[src/wss_pkg.sv]
// ----------------------------------------------------------------------------
// wss_pkg
// Shared types, codes and widths of the wind sample statistics unit.
// ----------------------------------------------------------------------------
package wss_pkg;

  localparam int unsigned SAMPLE_DEPTH_DEF       = 1024;
  localparam int unsigned NUM_PERIODS_DEF        = 4;
  localparam int unsigned SAMPLES_PER_PERIOD_DEF = 256;

  localparam int unsigned OP_W     = 2;
  localparam int unsigned SAMPLE_W = 16;
  localparam int unsigned PERIOD_W = 2;
  localparam int unsigned LEN_W    = 11;
  localparam int unsigned MEAN_W   = 24;
  localparam int unsigned SCALE_W  = 24;
  localparam int unsigned STATUS_W = 2;
  localparam int unsigned SPEED_W  = 32;

  localparam int unsigned SUM_W    = SAMPLE_W + LEN_W;         // window sum
  localparam int unsigned DVD_W    = SUM_W + 8;                // sum in Q.8
  localparam int unsigned SQR_W    = 2 * MEAN_W;               // one squared deviation
  localparam int unsigned SQ_W     = SQR_W + LEN_W;            // sum of squares
  localparam int unsigned RAD_W    = SQ_W + (SQ_W % 2);        // radicand, even width
  localparam int unsigned ROOT_W   = RAD_W / 2;
  localparam int unsigned PROD_W   = ROOT_W + SCALE_W;

  localparam logic [15:0] EMPTY_MIN   = 16'hFFFF;
  localparam logic [23:0] SCALE_RESET = 24'd65536;

  typedef enum logic [OP_W-1:0] {
    OP_CLEAR = 2'd0,
    OP_PUSH  = 2'd1,
    OP_EXTR  = 2'd2,
    OP_STATS = 2'd3
  } op_e;

  typedef enum logic [STATUS_W-1:0] {
    ST_OK   = 2'd0,
    ST_WIN  = 2'd1,
    ST_FULL = 2'd2
  } status_e;

  typedef struct packed {
    logic [OP_W-1:0]     op;
    logic [SAMPLE_W-1:0] sample;
    logic [PERIOD_W-1:0] period;
    logic [LEN_W-1:0]    offset;
    logic [LEN_W-1:0]    length;
    logic                use_given_mean;
    logic [MEAN_W-1:0]   given_mean;
  } req_t;

  typedef struct packed {
    logic [STATUS_W-1:0] status;
    logic [SAMPLE_W-1:0] max_value;
    logic [SAMPLE_W-1:0] min_value;
    logic [SPEED_W-1:0]  mean_speed;
    logic [SPEED_W-1:0]  std_speed;
  } res_t;

  typedef struct packed {
    logic load;
    logic simple;
    logic set_bad;
    logic walk_start;
    logic walk_run;
    logic walk_sq;
    logic div_mean_start;
    logic div_var_start;
    logic div_run;
    logic mean_take;
    logic sqrt_start;
    logic sqrt_run;
    logic spd_mean;
    logic spd_std;
    logic spd_done;
    logic publish;
  } cmd_t;

  typedef struct packed {
    logic is_stats;
    logic win_bad;
    logic walk_done;
    logic div_done;
    logic sqrt_done;
    logic out_free;
  } sts_t;

endpackage

[src/wss_ctrl.sv]
// ----------------------------------------------------------------------------
// wss_ctrl
// Sequencer: walks a request through the datapath phases.
// ----------------------------------------------------------------------------
module wss_ctrl (
  input  logic          clk_i,
  input  logic          rst_ni,
  input  logic          in_valid_i,
  output logic          in_ready_o,
  input  wss_pkg::sts_t sts_i,
  output wss_pkg::cmd_t cmd_o
);

  typedef enum logic [3:0] {
    S_IDLE, S_EXEC, S_SUM, S_DIV_MEAN, S_SQ, S_DIV_VAR, S_SQRT,
    S_SPD0, S_SPD1, S_SPD2, S_FINISH
  } state_e;

  state_e state_q, state_d;

  always_comb begin
    state_d    = state_q;
    cmd_o      = '0;
    in_ready_o = 1'b0;
    unique case (state_q)
      S_IDLE: begin
        in_ready_o = 1'b1;
        if (in_valid_i) begin
          cmd_o.load = 1'b1;
          state_d    = S_EXEC;
        end
      end
      S_EXEC: begin
        if (!sts_i.is_stats) begin
          cmd_o.simple = 1'b1;
          state_d      = S_FINISH;
        end else if (sts_i.win_bad) begin
          cmd_o.set_bad = 1'b1;
          state_d       = S_FINISH;
        end else begin
          cmd_o.walk_start = 1'b1;
          state_d          = S_SUM;
        end
      end
      S_SUM: begin
        if (sts_i.walk_done) begin
          cmd_o.div_mean_start = 1'b1;
          state_d              = S_DIV_MEAN;
        end else begin
          cmd_o.walk_run = 1'b1;
        end
      end
      S_DIV_MEAN: begin
        if (sts_i.div_done) begin
          cmd_o.mean_take  = 1'b1;
          cmd_o.walk_start = 1'b1;
          state_d          = S_SQ;
        end else begin
          cmd_o.div_run = 1'b1;
        end
      end
      S_SQ: begin
        if (sts_i.walk_done) begin
          cmd_o.div_var_start = 1'b1;
          state_d             = S_DIV_VAR;
        end else begin
          cmd_o.walk_run = 1'b1;
          cmd_o.walk_sq  = 1'b1;
        end
      end
      S_DIV_VAR: begin
        if (sts_i.div_done) begin
          cmd_o.sqrt_start = 1'b1;
          state_d          = S_SQRT;
        end else begin
          cmd_o.div_run = 1'b1;
        end
      end
      S_SQRT: begin
        if (sts_i.sqrt_done) begin
          state_d = S_SPD0;
        end else begin
          cmd_o.sqrt_run = 1'b1;
        end
      end
      S_SPD0: begin
        cmd_o.spd_mean = 1'b1;
        state_d        = S_SPD1;
      end
      S_SPD1: begin
        cmd_o.spd_std = 1'b1;
        state_d       = S_SPD2;
      end
      S_SPD2: begin
        cmd_o.spd_done = 1'b1;
        state_d        = S_FINISH;
      end
      S_FINISH: begin
        if (sts_i.out_free) begin
          cmd_o.publish = 1'b1;
          state_d       = S_IDLE;
        end
      end
      default: state_d = S_IDLE;
    endcase
  end

  always_ff @(posedge clk_i or negedge rst_ni) begin
    if (!rst_ni) begin
      state_q <= S_IDLE;
    end else begin
      state_q <= state_d;
    end
  end

endmodule

[config.mk]
export PLATFORM = sky130hd
export DESIGN_NAME = wss_ctrl
export DESIGN_NICKNAME = d
export VERILOG_FILES = /design/src/wss_pkg.sv /design/src/wss_ctrl.sv
export SDC_FILE = /design/constraint.sdc
export NUM_CORES = 1
export LEC_CHECK = 0
export BUFFER_PORTS_ARGS = -buffer_cell sky130_fd_sc_hd__clkbuf_2
export CORE_AREA = 2 2 39 41
export CTS_CLUSTER_SIZE = 40
export DETAILED_ROUTE_END_ITERATION = 8
export DIE_AREA = 0 0 41 43
export GPL_TIMING_DRIVEN = 0
export PLACE_DENSITY = 0.63
export SLEW_MARGIN = 20
export SYNTH_ARGS = -nofsm -noshare
export SYNTH_HDL_FRONTEND = slang
export SYNTH_SLANG_ARGS = --single-unit
[constraint.sdc]
create_clock -name clk_i -period 1.6 [get_ports clk_i]
set_clock_uncertainty 0.1 [all_clocks]
set_input_delay 0.08 -clock clk_i [delete_from_list [all_inputs] [get_ports clk_i]]
set_output_delay 0.08 -clock clk_i [all_outputs]
set_load 0.01 [all_outputs]
* Word-level counts from Yosys, hierarchy flattened *
Cells that the tools add are included.

cells by class
  multiplexer cells = 38
  reduce and logical (&&, ||, !) cells = 3
  equal/unequal tests = 17

operators with widths
  operator            count
  $pmux 4 s11         1
  $mux 4              9
  $mux 1              23
  $eq 4x3->1 const B  4
  $ne 2x2->1 const B  7
  $eq 4x4->1 const B  3
  $eq 4x2->1 const B  2
  $reduce_and 7->1    1
  $mux 2              3
  $eq 4x1->1 const B  1
  $logic_not 4->1     1
  $pmux 1 s2          2
  $reduce_or 2->1     1

word-level totals
  register bits after elaboration = 4
  bits of input ports = 9
  output and inout port bits = 17

* Longest topological paths before layout *
  depth in word-level cells = 3
  mapped depth = 5
  mapped depth without buffers = 4

* Worst setup path before layout *
Ideal clock, no wire load.

  kind = register to output
  start point = register state_q[3]
  end point = output port cmd_o[15] (netlist name)
  slack = 0.283 ns
  required time = 1.420 ns
  path buffers = 2
  arrival = 1.137 ns
  stages on the path, launching flop included = 5
  path through = dfrtp_1 buf_2 buf_2 nor4_2 and2_1

RTL lines
  element                 RTL line         source
  from (decl)             wss_ctrl.sv:19   state_e state_q, state_d;
  from (signal assigned)  wss_ctrl.sv:112  state_q <= state_d;
  to (decl)               wss_ctrl.sv:11   output wss_pkg::cmd_t cmd_o

==> metrics.md <==
| Metric | Value |
|---|---|
| Detailed-route DRC error count | 0 |
| Placement Setup Slack | 204 ps |
| Status | completed |
| Vias | 602 |
| GPL Wtd Cong | 0.745 |
| Ys Warns | 0 |
| Initial antenna violation count | 0 |
| Clock power frac | 9.5% |
| Largest Register | state_q |
| CP Max Fanout | 10 |
| Highest clock rate | 647 MHz |
| Gr usage total | 18.4% |
| TritonCTS clock tree | built |
| Avg WL per Cell | 12.0 um |
| DR iter-0 viols | 7 |
| DP HPWL | 1000 um |
| Synth Instances | 64 |
| Worst R2R Setup Slack | 220 ps |
| Leading cell type in the layout, fill and taps excluded | clkbuf_2 |
| Worst EP required | 1420 ps |
| Slew Limit Fails | 0 |
| First-pass GRT wire length | 2160 um |
| Placed cells | 105 |
| Initial Utilization | 33.1% |
| Mean Syn Cell Area | 7.16 um^2 |
| Post-synth design cell area | 458 um^2 |
| PwrDens | 1900 nW/um^2 |
| Max reg flops | 4 |
| #FFs+latches synth | 4 |
| PortBufs | 25 |
| Cell-internal power | 0.690 mW |
| Clock sinks | 4 |
| Kind of critical path | flip-flop to output port |
| Final worst slack | 54.6 ps |
| Worst setup path startpoint | state_q[2]$_DFFE_PN0P_ |
| H-tree Lvls | 1 |
| CP Capture Type | output port |
| RR Endpoint | state_q[0]$_DFFE_PN0P_ |
| Clock buffer depth | 2 |
| ANT cells | 0 |
| DRT Wirelength | 1350 um |
| First drt pass iteration count | 4 |
| Peak supply drop | 0.898 mV |
| Worst Setup Start Kind | flip-flop |
| Storage element area | 103 um^2 |
| Core Area | 1380 um^2 |
| Final Non-Filler Cells | 113 |
| Chip height | 43 um |
| Vias/cell | 5.33 |
| Total Nets Final | 108 |
| Hold Crit Class | input port to flip-flop |
| CTS Buf Count | 3 |
| Max_cap viols | 0 |
| Clock-pin slew on the worst setup and hold paths | 30 ps |
| Die width | 41 um |
| Register area share after synthesis | 21.9% |
| Row count | 14 |
| Post-synth cell types | 24 |
| Number of global-route vias before repair | 490 |
| Top Registers | state_q (4) |
| RSZ-0062 raised after global routing | yes |
| Combinational fraction of design power | 73.5% |
| Multi-input logic area | 315 um^2 |
| Sequential power share | 17.0% |
| Clock Tree Root | clkbuf_4 |
| Post-route minimum period | 1550 ps |
| WHS Path Cells | 4 |
| Hold Path Sink | state_q[1]$_DFFE_PN0P_ |
| Layout overhead on the synthesized area | 51.9% |
| Sw Pwr | 0.635 mW |
| Sw Ratio | 47.9% |
| Most frequent cells in the layout | 23 x clkbuf_2, 7 x nand2_1, 7 x nor2_1, 7 x nor4_1, 6 x o21ai_0 |
| Final Setup Violations | 0 |
| Reg2Reg Launch Point | state_q[3]$_DFFE_PN0P_ |
| Clock latency on the worst-skew pair | 240 ps |
| DRT antenna net count | 0 |
| R2R cell count | 4 |
| Hold Crit Start | sts_i[0] |
| Largest net degree at the start of global routing | 11 |
| I/O pins | 26 |
| Fillers | 144 |
| GR Overflow Total | 0 |
| Fin crit share | 96.6% |
| CP arrival | 1370 ps |
| Final Hold Viols | 0 |
| Layout cells sized above 1 | 44.3% |
| Die Area | 1760 um^2 |
| Pwr Total | 1.32 mW |
| Post-synth net total | 73 |
| Slew headroom | 81.5% |
| Leak Pwr | 0.366 nW |
| Tightest Pin Transition | 274 ps |
cells by family (layout without fill, tap and decap cells):
| logic type | Yosys count | in the layout | share of synthesized area [%] |
|---|---|---|---|
| AO/OA/AOI/OAI | 12 | 12 | 16.1 |
| buffers and inverters | 9 | 42 | 12.3 |
| flip-flops | 4 | 4 | 21.9 |
| AND/OR/NAND/NOR | 38 | 38 | 47.8 |
| XOR/XNOR | 1 | 1 | 1.91 |
power by group through the flow:
| stage | Combinational, mW | Clock [mW] | Sequential (mW) |
|---|---|---|---|
| finish | 0.974 | 0.126 | 0.225 |
| global route | 1.08 | 0.143 | 0.235 |
| CTS | 0.864 | 0.131 | 0.199 |
| detailed placement | 0.847 | 0 | 0.200 |
| global placement | 0.833 | 0 | 0.201 |
| floorplan | 0.625 | 0 | 0.188 |
synth_stat cells:
cell type | n | area share [%]
xnor2_1 | 1 | 1.9
nand2b_1 | 4 | 5.5
nor4b_2 | 1 | 3.3
nor2b_1 | 1 | 1.4
buf_2 | 3 | 3.3
a21oi_1 | 2 | 2.2
o21ai_0 | 6 | 6.6
a221oi_1 | 1 | 1.9
a22o_1 | 1 | 1.9
and2_1 | 1 | 1.4
nor4_2 | 1 | 2.7
nand2_1 | 7 | 5.7
inv_1 | 3 | 2.5
nor3_1 | 4 | 4.4
and4b_1 | 1 | 2.2
nor4b_1 | 1 | 1.9
o21bai_1 | 1 | 1.6
nor2_1 | 7 | 5.7
and3_1 | 3 | 4.1
nor4_1 | 7 | 9.6
buf_6 | 2 | 4.9
a211o_1 | 1 | 1.9
buf_4 | 1 | 1.6
dfrtp_1 | 4 | 22
stage by stage:
| stage | util, % | setup TNS (ps) | instance area, um^2 | hold slack [ps] |
|---|---|---|---|---|
| finish | 50.3 | 0 | 696 | 68.9 |
| global route | 50.3 | -83.1 | 696 | 88.7 |
| CTS | 46.3 | 0 | 641 | 68.4 |
| detailed placement | 43.6 | 0 | 603 | -210 |
| global placement | 43.6 | 0 | 603 | -213 |
| floorplan | - | 0 | 458 | -316 |
worst max-delay path by stage:
| stage | endpoint | cells past startpoint |
|---|---|---|
| final | cmd_o[6] | 4 |
| after global routing | cmd_o[13] | 4 |
| after floorplan | cmd_o[15] | 4 |
| after CTS | cmd_o[13] | 4 |
| after detailed placement | cmd_o[13] | 4 |
| after global placement | cmd_o[13] | 4 |
timing repair:
item	4_1_cts	5_1_grt
hold buffers	1	0
gates cloned	0	1
hold endpoints to repair	4	0
gates resized for setup	2	8
setup buffers	0	4
pin swaps	0	2
endpoints found under the setup margin	2	13
worst max-delay path, stage by stage, from the launching register on:
cell and delay, ps:
dfrtp_1 360, buf_6 140, buf_4 160, nor4_1 280, clkbuf_2 180
routing by layer:
| metal | wire (um) | vias to the layer above | share of wire [%] | global-route usage (%) |
|---|---|---|---|---|
| met1 | 587 | 270 | 43 | 23.1 |
| met4 | 29 | 0 | 2.1 | 10.0 |
| met5 | 0 | - | 0 | 0 |
| li1 | - | 301 | - | - |
| met3 | 102 | 5 | 7.5 | 6.28 |
| met2 | 634 | 26 | 47 | 26.6 |
layout make-up:
cell class,count,share of cell area [%]
tap,16,2.88
inverter,3,1.62
timing repair buffer,31,25.2
sequential,4,14.7
multi-input combinational,51,45.3
buffer,5,7.01
clock buffer,3,3.24
No activity file was read; power rests on OpenSTA's default activity.
